--- config.mk ---
export PLATFORM = sky130hd
export DESIGN_NAME = free_block_bitmap_allocator
export DESIGN_NICKNAME = d
export VERILOG_FILES = /design/src/rtl/fbba_pkg.sv /design/src/rtl/fbba_ram.sv /design/src/rtl/fbba_div.sv /design/src/rtl/fbba_word_unit.sv /design/src/rtl/free_block_bitmap_allocator.sv
export SDC_FILE = /design/constraint.sdc
export NUM_CORES = 1
export LEC_CHECK = 0
export BUFFER_PORTS_ARGS = -buffer_cell sky130_fd_sc_hd__buf_2
export CORE_ASPECT_RATIO = 1.25
export CORE_MARGIN = 2
export CORE_UTILIZATION = 45
export CTS_BUF_LIST = sky130_fd_sc_hd__clkbuf_8
export DETAILED_ROUTE_END_ITERATION = 6
export SLEW_MARGIN = 20
export SYNTH_ARGS = -nofsm -noshare
export SYNTH_HDL_FRONTEND = slang
export SYNTH_HIERARCHICAL = 1
export SYNTH_SLANG_ARGS = --single-unit
--- constraint.sdc ---
create_clock -name clk -period 3.79 [get_ports clk]
set_clock_uncertainty 0.15 [all_clocks]
set_input_delay 0.1895 -clock clk [delete_from_list [all_inputs] [get_ports clk]]
set_output_delay 0.1895 -clock clk [all_outputs]
set_load 0.05 [all_outputs]
--- src/rtl/fbba_pkg.sv ---
// Shared types and constants for the free-block bitmap allocator.
// Holds command and register codes, field widths and reset values.
// No dependencies; fbba_word_unit and the top level reference it by scoped names.
`default_nettype none

package fbba_pkg;

	// Field widths of the request, result and register channels.
	localparam int CMD_W        = 2;
	localparam int BLOCK_W      = 16;
	localparam int RSV_W        = 10;
	localparam int INIT_CNT_W   = 11;
	localparam int CFG_IDX_W    = 3;
	localparam int CFG_DATA_W   = 11;
	localparam int FREE_BLOCK_W = 10;
	localparam int FREE_TOTAL_W = 11;

	// Commands carried in a request.
	typedef enum logic [CMD_W-1:0] {
		CMD_INIT    = 2'd0,
		CMD_FIND    = 2'd1,
		CMD_DIRTY   = 2'd2,
		CMD_RELEASE = 2'd3
	} cmd_t;

	// Register indexes on the configuration port.
	localparam logic [CFG_IDX_W-1:0] REG_RSV_A    = 3'd0;
	localparam logic [CFG_IDX_W-1:0] REG_RSV_B    = 3'd1;
	localparam logic [CFG_IDX_W-1:0] REG_RSV_C    = 3'd2;
	localparam logic [CFG_IDX_W-1:0] REG_RSV_D    = 3'd3;
	localparam logic [CFG_IDX_W-1:0] REG_INIT_CNT = 3'd4;

	// Register reset values.
	localparam logic [RSV_W-1:0]      RSV_A_RST    = 10'd0;
	localparam logic [RSV_W-1:0]      RSV_B_RST    = 10'd1;
	localparam logic [RSV_W-1:0]      RSV_C_RST    = 10'd2;
	localparam logic [RSV_W-1:0]      RSV_D_RST    = 10'd3;
	localparam logic [INIT_CNT_W-1:0] INIT_CNT_RST = 11'd1019;

	// Operation applied by the word unit to one bitmap bit.
	typedef enum logic {
		OP_CLEAR = 1'b0,
		OP_SET   = 1'b1
	} bit_op_t;

endpackage

`default_nettype wire

--- src/rtl/fbba_ram.sv ---
// Generic single-write, single-read RAM with a registered read port.
// Used for the free-block bitmap; no package dependency.
`default_nettype none

module fbba_ram #(
	parameter int WIDTH = 32,
	parameter int DEPTH = 32
) (
	input  wire logic                                    clk,
	input  wire logic                                    we,
	input  wire logic [((DEPTH > 1) ? $clog2(DEPTH) : 1)-1:0] waddr,
	input  wire logic [WIDTH-1:0]                        wdata,
	input  wire logic [((DEPTH > 1) ? $clog2(DEPTH) : 1)-1:0] raddr,
	output logic      [WIDTH-1:0]                        rdata
);

	logic [WIDTH-1:0] mem_q [DEPTH];
	logic [WIDTH-1:0] rdata_q;

	// Write port and registered read port.
	always_ff @(posedge clk) begin
		if (we) begin
			mem_q[waddr] <= wdata;
		end
		rdata_q <= mem_q[raddr];
	end

	assign rdata = rdata_q;

endmodule

`default_nettype wire

--- src/rtl/fbba_div.sv ---
// Block index split into bitmap word and bit position by a reciprocal multiply.
// One registered product, then a single correction step; no package dependency.
`default_nettype none

module fbba_div #(
	parameter int WORD_BITS = 32
) (
	input  wire logic                         clk,
	input  wire logic [15:0]                  idx,
	output logic      [15:0]                  quo,
	output logic      [$clog2(WORD_BITS)-1:0] rem
);

	localparam int SHIFT = 24;
	localparam int RECIP = (1 << SHIFT) / WORD_BITS;
	localparam int RW    = $clog2(RECIP + 1);
	localparam int PW    = 16 + RW;
	localparam int BW    = $clog2(WORD_BITS);

	logic [PW-1:0] prod_s1;
	logic [15:0]   idx_s1;
	logic [15:0]   q_est;
	logic [16:0]   r_est;
	logic [16:0]   r_fix;
	logic          over;

	// The estimate is low by at most one, since the index stays below 2^16.
	always_ff @(posedge clk) begin
		prod_s1 <= PW'(idx) * PW'(RECIP);
		idx_s1  <= idx;
	end

	// Remainder of the estimate, then one compare and subtract.
	always_comb begin
		q_est = 16'(prod_s1 >> SHIFT);
		r_est = 17'(idx_s1) - 17'(32'(q_est) * 32'(WORD_BITS));
		over  = (r_est >= 17'(WORD_BITS));
		r_fix = over ? (r_est - 17'(WORD_BITS)) : r_est;
	end

	assign quo = over ? (q_est + 16'd1) : q_est;
	assign rem = BW'(r_fix);

endmodule

`default_nettype wire

--- src/rtl/fbba_word_unit.sv ---
// Shared word unit: finds the lowest set bit of a bitmap word and sets or
// clears one bit of it. Uses fbba_pkg for the bit operation code.
`default_nettype none

module fbba_word_unit #(
	parameter int WORD_BITS = 32
) (
	input  wire logic [WORD_BITS-1:0]         word_in,
	input  wire logic [$clog2(WORD_BITS)-1:0] bit_sel,
	input  wire fbba_pkg::bit_op_t            op,
	output logic      [WORD_BITS-1:0]         word_out,
	output logic                              hit,
	output logic      [$clog2(WORD_BITS)-1:0] pos
);

	localparam int BW = $clog2(WORD_BITS);

	logic [WORD_BITS-1:0] bit_mask;

	// Read-modify-write of a single bit.
	always_comb begin
		bit_mask = {{(WORD_BITS-1){1'b0}}, 1'b1} << bit_sel;
		if (op == fbba_pkg::OP_SET) begin
			word_out = word_in | bit_mask;
		end else begin
			word_out = word_in & ~bit_mask;
		end
	end

	// Priority search from the top so that the lowest set bit wins.
	always_comb begin
		pos = '0;
		for (int i = WORD_BITS - 1; i >= 0; i--) begin
			if (word_in[i]) begin
				pos = BW'(i);
			end
		end
		hit = |word_in;
	end

endmodule

`default_nettype wire

--- src/rtl/free_block_bitmap_allocator.sv ---
// Top level of the free-block bitmap allocator: sequencer, registers, result.
// Depends on fbba_pkg, fbba_ram, fbba_div and fbba_word_unit.
//
//  channel | signals                                   | direction
//  --------+-------------------------------------------+----------
//  request | req_valid, req_stall, cmd, block          | in
//  result  | rsp_valid, rsp_stall, found, free_block,  | out
//          | free_total, status                        |
//  config  | cfg_valid, cfg_ready, cfg_index, cfg_data | in
//
// A find reads one bitmap word per cycle through the single RAM read port until a
// set bit or the last word; init refills the bitmap, then clears the bit of each
// in-range reserved block; mark dirty and release run a multiply, a read and a
// write; an out-of-range index skips the bitmap. After reset a fill pass sets the
// bitmap before the first request is taken.
// A stalled result holds off the next request.
`default_nettype none

module free_block_bitmap_allocator #(
	parameter int NUM_BLOCKS    = 1024,
	parameter int MAP_WORD_BITS = 32
) (
	input  wire logic                              clk,
	input  wire logic                              arst_n,
	// Request channel.
	input  wire logic                              req_valid,
	output logic                                   req_stall,
	input  wire logic [fbba_pkg::CMD_W-1:0]        cmd,
	input  wire logic [fbba_pkg::BLOCK_W-1:0]      block,
	// Result channel.
	output logic                                   rsp_valid,
	input  wire logic                              rsp_stall,
	output logic                                   found,
	output logic [fbba_pkg::FREE_BLOCK_W-1:0]      free_block,
	output logic [fbba_pkg::FREE_TOTAL_W-1:0]      free_total,
	output logic                                   status,
	// Configuration channel.
	input  wire logic                              cfg_valid,
	output logic                                   cfg_ready,
	input  wire logic [fbba_pkg::CFG_IDX_W-1:0]    cfg_index,
	input  wire logic [fbba_pkg::CFG_DATA_W-1:0]   cfg_data
);

	localparam int MAP_WORDS = (NUM_BLOCKS + MAP_WORD_BITS - 1) / MAP_WORD_BITS;
	localparam int AW        = (MAP_WORDS > 1) ? $clog2(MAP_WORDS) : 1;
	localparam int BW        = $clog2(MAP_WORD_BITS);
	localparam int CW        = $clog2(NUM_BLOCKS + 1);
	localparam int LAST_BITS = NUM_BLOCKS - (MAP_WORDS - 1) * MAP_WORD_BITS;
	localparam logic [AW-1:0] LAST_W = AW'(MAP_WORDS - 1);
	localparam logic [MAP_WORD_BITS-1:0] LAST_MASK =
		{MAP_WORD_BITS{1'b1}} >> (MAP_WORD_BITS - LAST_BITS);
	localparam int RST_CNT = (int'(fbba_pkg::INIT_CNT_RST) > NUM_BLOCKS) ?
		NUM_BLOCKS : int'(fbba_pkg::INIT_CNT_RST);

	typedef enum logic [2:0] {
		ST_FILL,
		ST_IDLE,
		ST_RSV,
		ST_FIX,
		ST_RMW,
		ST_SCAN
	} state_t;

	state_t                          state_q;
	fbba_pkg::cmd_t                  cmd_q;
	logic [AW-1:0]                   wcnt_q;
	logic [AW-1:0]                   pend_s1;
	logic [1:0]                      sel_q;
	logic [AW-1:0]                   word_q;
	logic [BW-1:0]                   bit_q;
	logic [CW-1:0]                   count_q;
	logic [fbba_pkg::RSV_W-1:0]      rsv_a_q;
	logic [fbba_pkg::RSV_W-1:0]      rsv_b_q;
	logic [fbba_pkg::RSV_W-1:0]      rsv_c_q;
	logic [fbba_pkg::RSV_W-1:0]      rsv_d_q;
	logic [fbba_pkg::INIT_CNT_W-1:0] init_cnt_q;
	logic                            rsp_valid_q;
	logic                            found_q;
	logic [fbba_pkg::FREE_BLOCK_W-1:0] fblk_q;
	logic                            status_q;

	logic                            req_take;
	logic                            rsp_set;
	logic                            blk_ok;
	logic [fbba_pkg::RSV_W-1:0]      rsv_cur;
	logic                            rsv_ok;
	logic [15:0]                     div_idx;
	logic [15:0]                     quo;
	logic [BW-1:0]                   rem;
	logic                            ram_we;
	logic [AW-1:0]                   ram_waddr;
	logic [MAP_WORD_BITS-1:0]        ram_wdata;
	logic [AW-1:0]                   ram_raddr;
	logic [MAP_WORD_BITS-1:0]        ram_rdata;
	logic [MAP_WORD_BITS-1:0]        fill_word;
	logic [MAP_WORD_BITS-1:0]        wu_word_out;
	logic                            wu_hit;
	logic [BW-1:0]                   wu_pos;
	fbba_pkg::bit_op_t               wu_op;
	logic [AW-1:0]                   wcnt_inc;
	logic [AW-1:0]                   scan_start;
	logic [CW-1:0]                   count_inc;
	logic [CW-1:0]                   init_count;
	logic [31:0]                     find_idx;

	// Handshakes: a request is taken only when idle and the result slot frees.
	assign req_take  = req_valid && !req_stall;
	assign req_stall = !((state_q == ST_IDLE) && (!rsp_valid_q || !rsp_stall));
	assign cfg_ready = 1'b1;

	// Range checks and the reserved block under work.
	always_comb begin
		blk_ok = (32'(block) < 32'(NUM_BLOCKS));
		case (sel_q)
			2'd0:    rsv_cur = rsv_a_q;
			2'd1:    rsv_cur = rsv_b_q;
			2'd2:    rsv_cur = rsv_c_q;
			default: rsv_cur = rsv_d_q;
		endcase
		rsv_ok = (32'(rsv_cur) < 32'(NUM_BLOCKS));
	end

	// Counter helpers and the count loaded by init.
	always_comb begin
		wcnt_inc   = (wcnt_q == LAST_W) ? wcnt_q : (wcnt_q + AW'(1));
		scan_start = (LAST_W == '0) ? '0 : AW'(1);
		count_inc  = (32'(count_q) < 32'(NUM_BLOCKS)) ? (count_q + CW'(1)) : count_q;
		init_count = (32'(init_cnt_q) > 32'(NUM_BLOCKS)) ?
			CW'(NUM_BLOCKS) : CW'(init_cnt_q);
		fill_word  = (wcnt_q == LAST_W) ? LAST_MASK : {MAP_WORD_BITS{1'b1}};
		find_idx   = 32'(pend_s1) * 32'(MAP_WORD_BITS) + 32'(wu_pos);
	end

	// A result is loaded in the cycle where the sequencer finishes a request.
	always_comb begin
		case (state_q)
			ST_IDLE: rsp_set = req_take && !blk_ok &&
				(cmd inside {fbba_pkg::CMD_DIRTY, fbba_pkg::CMD_RELEASE});
			ST_RSV:  rsp_set = !rsv_ok && (sel_q == 2'd3);
			ST_RMW:  rsp_set = (cmd_q != fbba_pkg::CMD_INIT) || (sel_q == 2'd3);
			ST_SCAN: rsp_set = wu_hit || (pend_s1 == LAST_W);
			default: rsp_set = 1'b0;
		endcase
	end

	// Divider input: the request index when idle, a reserved block otherwise.
	assign div_idx = (state_q == ST_IDLE) ? block : 16'(rsv_cur);

	fbba_div #(
		.WORD_BITS (MAP_WORD_BITS)
	) u_div (
		.clk (clk),
		.idx (div_idx),
		.quo (quo),
		.rem (rem)
	);

	// RAM port selection for the fill sweep, bit updates and the scan.
	always_comb begin
		ram_we    = (state_q == ST_FILL) || (state_q == ST_RMW);
		ram_waddr = (state_q == ST_FILL) ? wcnt_q : word_q;
		ram_wdata = (state_q == ST_FILL) ? fill_word : wu_word_out;
		case (state_q)
			ST_FIX:  ram_raddr = AW'(quo);
			ST_SCAN: ram_raddr = wcnt_q;
			default: ram_raddr = '0;
		endcase
		wu_op = (cmd_q == fbba_pkg::CMD_RELEASE) ? fbba_pkg::OP_SET : fbba_pkg::OP_CLEAR;
	end

	fbba_ram #(
		.WIDTH (MAP_WORD_BITS),
		.DEPTH (MAP_WORDS)
	) u_map (
		.clk   (clk),
		.we    (ram_we),
		.waddr (ram_waddr),
		.wdata (ram_wdata),
		.raddr (ram_raddr),
		.rdata (ram_rdata)
	);

	fbba_word_unit #(
		.WORD_BITS (MAP_WORD_BITS)
	) u_word (
		.word_in  (ram_rdata),
		.bit_sel  (bit_q),
		.op       (wu_op),
		.word_out (wu_word_out),
		.hit      (wu_hit),
		.pos      (wu_pos)
	);

	// Configuration registers.
	always_ff @(posedge clk or negedge arst_n) begin
		if (!arst_n) begin
			rsv_a_q    <= fbba_pkg::RSV_A_RST;
			rsv_b_q    <= fbba_pkg::RSV_B_RST;
			rsv_c_q    <= fbba_pkg::RSV_C_RST;
			rsv_d_q    <= fbba_pkg::RSV_D_RST;
			init_cnt_q <= fbba_pkg::INIT_CNT_RST;
		end else if (cfg_valid && cfg_ready) begin
			case (cfg_index)
				fbba_pkg::REG_RSV_A:    rsv_a_q    <= cfg_data[fbba_pkg::RSV_W-1:0];
				fbba_pkg::REG_RSV_B:    rsv_b_q    <= cfg_data[fbba_pkg::RSV_W-1:0];
				fbba_pkg::REG_RSV_C:    rsv_c_q    <= cfg_data[fbba_pkg::RSV_W-1:0];
				fbba_pkg::REG_RSV_D:    rsv_d_q    <= cfg_data[fbba_pkg::RSV_W-1:0];
				fbba_pkg::REG_INIT_CNT: init_cnt_q <= cfg_data[fbba_pkg::INIT_CNT_W-1:0];
				default: ;
			endcase
		end
	end

	// Sequencer with the result register.
	always_ff @(posedge clk or negedge arst_n) begin
		if (!arst_n) begin
			state_q     <= ST_FILL;
			cmd_q       <= fbba_pkg::CMD_FIND;
			wcnt_q      <= '0;
			sel_q       <= '0;
			count_q     <= CW'(RST_CNT);
			rsp_valid_q <= 1'b0;
			found_q     <= 1'b0;
			fblk_q      <= '0;
			status_q    <= 1'b0;
			pend_s1     <= '0;
			word_q      <= '0;
			bit_q       <= '0;
		end else begin
			if (rsp_set) begin
				rsp_valid_q <= 1'b1;
			end else if (rsp_valid_q && !rsp_stall) begin
				rsp_valid_q <= 1'b0;
			end
			case (state_q)
				ST_FILL: begin
					wcnt_q <= wcnt_inc;
					if (wcnt_q == LAST_W) begin
						sel_q   <= '0;
						state_q <= (cmd_q == fbba_pkg::CMD_INIT) ? ST_RSV : ST_IDLE;
					end
				end
				ST_IDLE: begin
					if (req_take) begin
						cmd_q <= fbba_pkg::cmd_t'(cmd);
						case (fbba_pkg::cmd_t'(cmd))
							fbba_pkg::CMD_INIT: begin
								wcnt_q  <= '0;
								state_q <= ST_FILL;
							end
							fbba_pkg::CMD_FIND: begin
								pend_s1 <= '0;
								wcnt_q  <= scan_start;
								state_q <= ST_SCAN;
							end
							default: begin
								if (blk_ok) begin
									state_q <= ST_FIX;
								end else begin
									found_q     <= 1'b0;
									fblk_q      <= '0;
									status_q    <= 1'b1;
								end
							end
						endcase
					end
				end
				ST_RSV: begin
					if (rsv_ok) begin
						state_q <= ST_FIX;
					end else if (sel_q == 2'd3) begin
						count_q     <= init_count;
						found_q     <= 1'b0;
						fblk_q      <= '0;
						status_q    <= 1'b0;
						state_q     <= ST_IDLE;
					end else begin
						sel_q <= sel_q + 2'd1;
					end
				end
				ST_FIX: begin
					word_q  <= AW'(quo);
					bit_q   <= rem;
					state_q <= ST_RMW;
				end
				ST_RMW: begin
					if ((cmd_q == fbba_pkg::CMD_INIT) && (sel_q != 2'd3)) begin
						sel_q   <= sel_q + 2'd1;
						state_q <= ST_RSV;
					end else begin
						if (cmd_q == fbba_pkg::CMD_INIT) begin
							count_q <= init_count;
						end else if (cmd_q == fbba_pkg::CMD_RELEASE) begin
							count_q <= count_inc;
						end
						found_q     <= 1'b0;
						fblk_q      <= '0;
						status_q    <= 1'b0;
						state_q     <= ST_IDLE;
					end
				end
				ST_SCAN: begin
					if (wu_hit || (pend_s1 == LAST_W)) begin
						found_q     <= wu_hit;
						fblk_q      <= wu_hit ? find_idx[fbba_pkg::FREE_BLOCK_W-1:0] : '0;
						status_q    <= 1'b0;
						state_q     <= ST_IDLE;
					end else begin
						pend_s1 <= wcnt_q;
						wcnt_q  <= wcnt_inc;
					end
				end
				default: begin
					state_q <= ST_IDLE;
				end
			endcase
		end
	end

	// Result outputs; the count holds until an init or a release updates it.
	assign rsp_valid  = rsp_valid_q;
	assign found      = found_q;
	assign free_block = fblk_q;
	assign free_total = fbba_pkg::FREE_TOTAL_W'(count_q);
	assign status     = status_q;

	// The free count never passes the block total.
	a_count_bound: assert property (@(posedge clk) disable iff (!arst_n)
		32'(count_q) <= 32'(NUM_BLOCKS))
		else $error("free count exceeds block total");

	// The scan never evaluates a word ahead of the one issued to the RAM.
	a_scan_order: assert property (@(posedge clk) disable iff (!arst_n)
		(state_q == ST_SCAN) |-> (pend_s1 <= wcnt_q))
		else $error("scan data word ahead of read address");

	// A found block always comes with an ok status.
	a_found_ok: assert property (@(posedge clk) disable iff (!arst_n)
		(rsp_valid && found) |-> !status)
		else $error("found result flagged out of range");

	// A release never lowers the free count.
	a_release_up: assert property (@(posedge clk) disable iff (!arst_n)
		((state_q == ST_RMW) && (cmd_q == fbba_pkg::CMD_RELEASE)) |=>
		(count_q >= $past(count_q)))
		else $error("release decreased the free count");

endmodule

`default_nettype wire
==> results.json, run 1 <==
{
  "status": "complete, no violations",
  "r2r_end": "rsp_valid",
  "fp.dieH_um": 365.0,
  "core_um2": 103600,
  "min_path_cells": 3,
  "ioPinCount": 63,
  "final_common_cell": "edfxtp_1",
  "grt_max_degree": 72,
  "p_sw_frac": 0.3347,
  "die_w_um": 292.8,
  "tritoncts": "done",
  "post_drt_wl_per_cell_um": 25.65,
  "crit_fanout": 12,
  "final_area_um2": 53490,
  "fin_crit_sh": 0.9581,
  "tightest_slew_ns": 0.8901,
  "power_frac_seq": 0.475,
  "ir_drop_v": 0.0004343,
  "cts_made_buffers": 172,
  "wirelength_mm": 119.6,
  "clk_pin_slew_worst_paths_ns": 0.06,
  "yosys_warnings": 6,
  "reg2reg_slack_ns": 0.16,
  "rr_worst_depth": 8,
  "std_cell_rows": 132,
  "vias": 26820,
  "combPwrFrac": 0.285,
  "placed_area_um2": 49720,
  "min_period_ns": 3.631,
  "internal_power_mw": 25.63,
  "rsz0062_at_grt": "false",
  "die-area_um2": 106900,
  "synth_area_um2": 46910,
  "syn_inst": 2910,
  "dp_hpwl_mm": 70.08,
  "cts_root_buf": "clkbuf_8",
  "switchingPower_mw": 12.89,
  "antenna_found_initial": 4,
  "place_congestion": 0.8521,
  "grt_pass1_vias": 27510,
  "clock_sinks": 1168,
  "max_freq_mhz": 275.4,
  "rr_startpoint": "u_map/rdata[19]",
  "grt_pass1_wl_mm": 176.6,
  "critPathRequiredTime_ns": 4.36,
  "syn_nets": 2954,
  "power_leakage_nw": 17.64,
  "clock_latency_ns": 0.85,
  "cp_data_arrival_time_ns": 4.20,
  "clockBufferDepth": 3,
  "num-nets-final": 3227,
  "syn_area_per_cell_um2": 16.12,
  "drv_cap": 0,
  "drtIter0Drc": 2214,
  "setup-tns-final_ns": 0,
  "vias_per_cell": 5.754,
  "slew_headroom": 0.4011,
  "setup_viol": 0,
  "hold_path.class": "in -> reg",
  "hold_end": "rsv_c_q[4]",
  "ctsHtreeMaxLevel": 4,
  "drc": 0,
  "first_pass_iters": 7,
  "powerDensity_nw_per_um2": 720.1,
  "grtUsageTotal": 0.2247,
  "final_cell_mix": "1,024 x edfxtp_1, 512 x mux2i_1, 184 x nand2_1, 184 x clkbuf_8, 127 x a21oi_1",
  "final_hold_viol_count": 0,
  "area_growth_pct": 14.01,
  "detail-route-antenna-nets": 0,
  "crit_path_start_kind": "flip-flop",
  "min_from": "cfg_data[4]",
  "portBuffers": 61,
  "worstSetupPathType": "reg -> reg",
  "p_clk_frac": 0.240,
  "overflow": 0,
  "initial_core_util": 0.4530,
  "final-max-slew-violation-count": 0,
  "end_kind": "flip-flop",
  "drive_above_1_share": 0.1832,
  "whs_ns": 0.1021
}
-- layer usage --
layer | global-route usage | share of wire | vias up
met5 | 0 | 0 | -
met4 | 0.07280 | 0.025 | 0
met3 | 0.04762 | 0.066 | 201
met2 | 0.3954 | 0.51 | 982
met1 | 0.2767 | 0.39 | 13730
li1 | - | - | 11910
-- through the flow --
| stage | std cells | setup slack (ns) | util | power (mW) |
|---|---|---|---|---|
| after CTS | 4659 | 0.1282 | 0.5164 | 38.81 |
| after global routing | 4662 | 0.007544 | 0.5165 | 40.22 |
| after floorplan | 2910 | -0.2706 | - | 25.10 |
| after global placement | 4287 | 0.4673 | 0.4801 | 29.13 |
| after detailed placement | 4287 | 0.4460 | 0.4801 | 29.44 |
| final | 4662 | 0.1590 | 0.5165 | 38.52 |
-- worst max-delay path by stage --
stage | start | slack [ns] | to | cells past startpoint
finish | u_map/rdata[19] | 0.16 | rsp_valid | 8
global route | u_map/rdata[27] | 0.008 | rsp_valid | 10
CTS | u_map/rdata[19] | 0.13 | rsp_valid | 8
floorplan | state_q[2] | -0.27 | u_map/mem_q[12][0] | 8
global placement | state_q[1] | 0.47 | u_map/rdata[21] | 14
detailed placement | state_q[1] | 0.45 | u_map/rdata[21] | 14
-- final cells by class --
cell class	count	area, um^2
Clock inverter	126	595.6
Sequential cell	1168	34170
Inverter	16	60.06
Tap cell	1340	1677
Timing Repair Buffer	258	2390
Clock buffer	184	2532
Multi-Input combinational cell	1567	12050
Antenna cell	3	7.507
Fill cell	8416	50070
-- power groups by stage --
stage	Clock (mW)	Sequential, mW	Combinational [mW]
after floorplan	0	18.5	6.65
after global placement	0	18.5	10.6
after detailed placement	0	18.5	10.9
after CTS	9.50	18.3	11.0
after global routing	10.1	18.4	11.8
final	9.26	18.3	11.0
-- worst max-delay path, cell delays in order, from the launching register on --
cell and delay [ns]:
dfxtp_1 0.35, or4_1 0.59, nor3_1 0.35, nand4_1 0.33, and4b_4 0.40, a41o_2 0.29, nor3_4 0.38, nand2_1 0.10
dlygate4sd3_1 0.57
-- sequential cells by signal (all words and copies together), names as in the netlist --
| signal | flops |
|---|---|
| bit_q | 5 |
| u_map/mem_q | 1024 |
| word_q | 5 |
| rsv_a_q | 10 |
| sel_q | 2 |
| found | 1 |
| free_block | 10 |
| init_cnt_q | 11 |
| rsv_b_q | 10 |
| state_q | 3 |
| rsv_c_q | 10 |
| u_map/rdata | 32 |
| wcnt_q | 5 |
| pend_s1 | 5 |
| rsv_d_q | 10 |
| free_total | 11 |
| status | 1 |
| cmd_q | 2 |
| rsp_valid | 1 |
| u_div/prod_s1 | 10 |
-- what timing repair did --
item                       CTS  global route
resized for setup            0             0
hold buffers                62             0
buffers inserted             0             0
setup endpoints to repair    0             1
hold endpoints to repair   191             0
No activity file was read; power rests on OpenSTA's default activity.
==> run 2: changes to the inputs <==
--- a/config.mk
+++ b/config.mk
@@ -5,6 +5,7 @@
 export SDC_FILE = /design/constraint.sdc
 export NUM_CORES = 1
 export LEC_CHECK = 0
+export ABC_AREA = 1
 export BUFFER_PORTS_ARGS = -buffer_cell sky130_fd_sc_hd__buf_2
 export CORE_ASPECT_RATIO = 1.25
 export CORE_MARGIN = 2
==> results.json, run 2 <==
{
  "min_from": "cfg_data[2]",
  "fillCellCount": 9611,
  "fin_crit_sh": 0.9019,
  "overflow": 0,
  "first_pass_iters": 5,
  "final_common_cell": "nand2_1",
  "dr_wl_met2_mm": 66.16,
  "cp_data_arrival_time_ns": 4.02,
  "die-area_um2": 111400,
  "wl_met1_mm": 54.41,
  "core_um2": 108100,
  "dp_slack_ns": 0.5504,
  "setup_ws_ns": 0.3717,
  "grt_max_degree": 129,
  "rr_startpoint": "u_map/rdata[26]",
  "largest_reg_flops": 1024,
  "r2r_end": "rsp_valid",
  "drtIter0Drc": 3048,
  "grt_pass1_wl_mm": 199.7,
  "place_congestion": 0.8344,
  "top_layer": "met4",
  "die_w_um": 298.9,
  "vias_per_cell": 5.405,
  "tightest_slew_ns": 0.9220,
  "detail-route-antenna-nets": 0,
  "worstSetupPathType": "reg -> reg",
  "setup_viol": 0,
  "slew_headroom": 0.3806,
  "clock_sinks": 1168,
  "vias": 33570,
  "hold_end": "init_cnt_q[2]",
  "setup-tns-final_ns": 0,
  "final-max-slew-violation-count": 0,
  "wirelength_mm": 133.0,
  "placed_area_um2": 50760,
  "tritoncts": "done",
  "min_path_cells": 4,
  "antenna_found_initial": 1,
  "fin_cells": 6212,
  "whs_ns": 0.1039,
  "clock_latency_ns": 0.90,
  "reg2reg_slack_ns": 0.37,
  "cts_root_buf": "clkbuf_8",
  "post_drt_wl_per_cell_um": 21.41,
  "drc": 0,
  "powerDensity_nw_per_um2": 714.0,
  "fp.dieH_um": 372.6,
  "final_area_um2": 54910,
  "yosys_warnings": 6,
  "hold_path.class": "in -> reg",
  "ctsHtreeMaxLevel": 4,
  "power_leakage_nw": 21.04,
  "initial_core_util": 0.4525,
  "crit_fanout": 13,
  "cts_made_buffers": 179,
  "portBuffers": 61,
  "ioPinCount": 63,
  "clk_pin_slew_worst_paths_ns": 0.06,
  "syn_nets": 4504,
  "synth_area_um2": 48920,
  "layout.core_utilization": 0.5079,
  "critPathRequiredTime_ns": 4.39,
  "num-nets-final": 4662,
  "wl_met3_mm": 8.164,
  "drv_cap": 0,
  "drive_above_1_share": 0.1108,
  "regMostFlops": "u_map/mem_q",
  "max_freq_mhz": 292.5,
  "dpl.cell_count": 5808,
  "rsz0062_at_grt": "false",
  "final_hold_viol_count": 0,
  "end_kind": "flip-flop",
  "finalPower_mw": 39.20,
  "grt_pass1_vias": 32340,
  "std_cell_rows": 135,
  "dp_hpwl_mm": 70.52,
  "min_period_ns": 3.418,
  "area_growth_pct": 12.23,
  "syn_inst": 4460,
  "rr_worst_depth": 11,
  "grtUsageTotal": 0.2375,
  "clockBufferDepth": 3,
  "syn_area_per_cell_um2": 10.97,
  "final_cell_mix": "1,759 x nand2_1, 1,024 x edfxtp_1, 845 x nand3_1",
  "ir_drop_v": 0.0004735,
  "crit_path_start_kind": "flip-flop",
  "status": "complete, no violations"
}
## run 2: worst max path at each step
stage | start | endpoint | depth (start not counted)
global placement | state_q[1] | u_map/mem_q[28][30] | 6
finish | u_map/rdata[26] | rsp_valid | 11
floorplan | state_q[1] | u_map/mem_q[4][0] | 8
CTS | u_map/rdata[26] | rsp_valid | 11
global route | u_map/rdata[26] | rsp_valid | 11
detailed placement | state_q[1] | u_map/mem_q[30][30] | 6
## run 2: power by group
part           total, mW  leakage [nW]  switching (mW)  internal [mW]
clock network       9.97          2.07            4.92           5.04
registers           17.7          10.8           0.605           17.1
logic               11.6          8.17            8.66           2.91
total               39.2          21.0            14.2           25.0
## run 2: critical path, stage by stage, from the launching register on
cell and delay [ns]:
dfxtp_1 0.41, nor4_1 0.44, nand2_1 0.13, nor3_1 0.32, nand3_1 0.23, inv_1 0.14, o21ai_0 0.11, nand2_2 0.13
nand2_2 0.09, nor2_2 0.44, nand2_1 0.10, dlygate4sd3_1 0.58
## run 2: cell type report
type	count	area (um^2)	share of cell area
timing repair buffer	234	2142	0.03901
inverter	97	451.7	0.008227
tap	1438	1799	0.03277
clock inverter	131	631.9	0.01151
clock buffer	205	2821	0.05139
antenna	1	2.502	0.00004558
multi-input combinational	2938	12880	0.2347
sequential	1168	34170	0.6224
## run 2: timing repair
action	in CTS	in global routing
gates resized for setup	0	0
endpoints found under the hold margin	188	0
hold buffers	67	0
buffers inserted	0	0
## run 2: metal layers
metal	vias to the layer above	track usage
li1	15630	-
met1	16540	0.3086
met2	1137	0.3998
met3	272	0.03959
met4	0	0.08783
met5	-	0
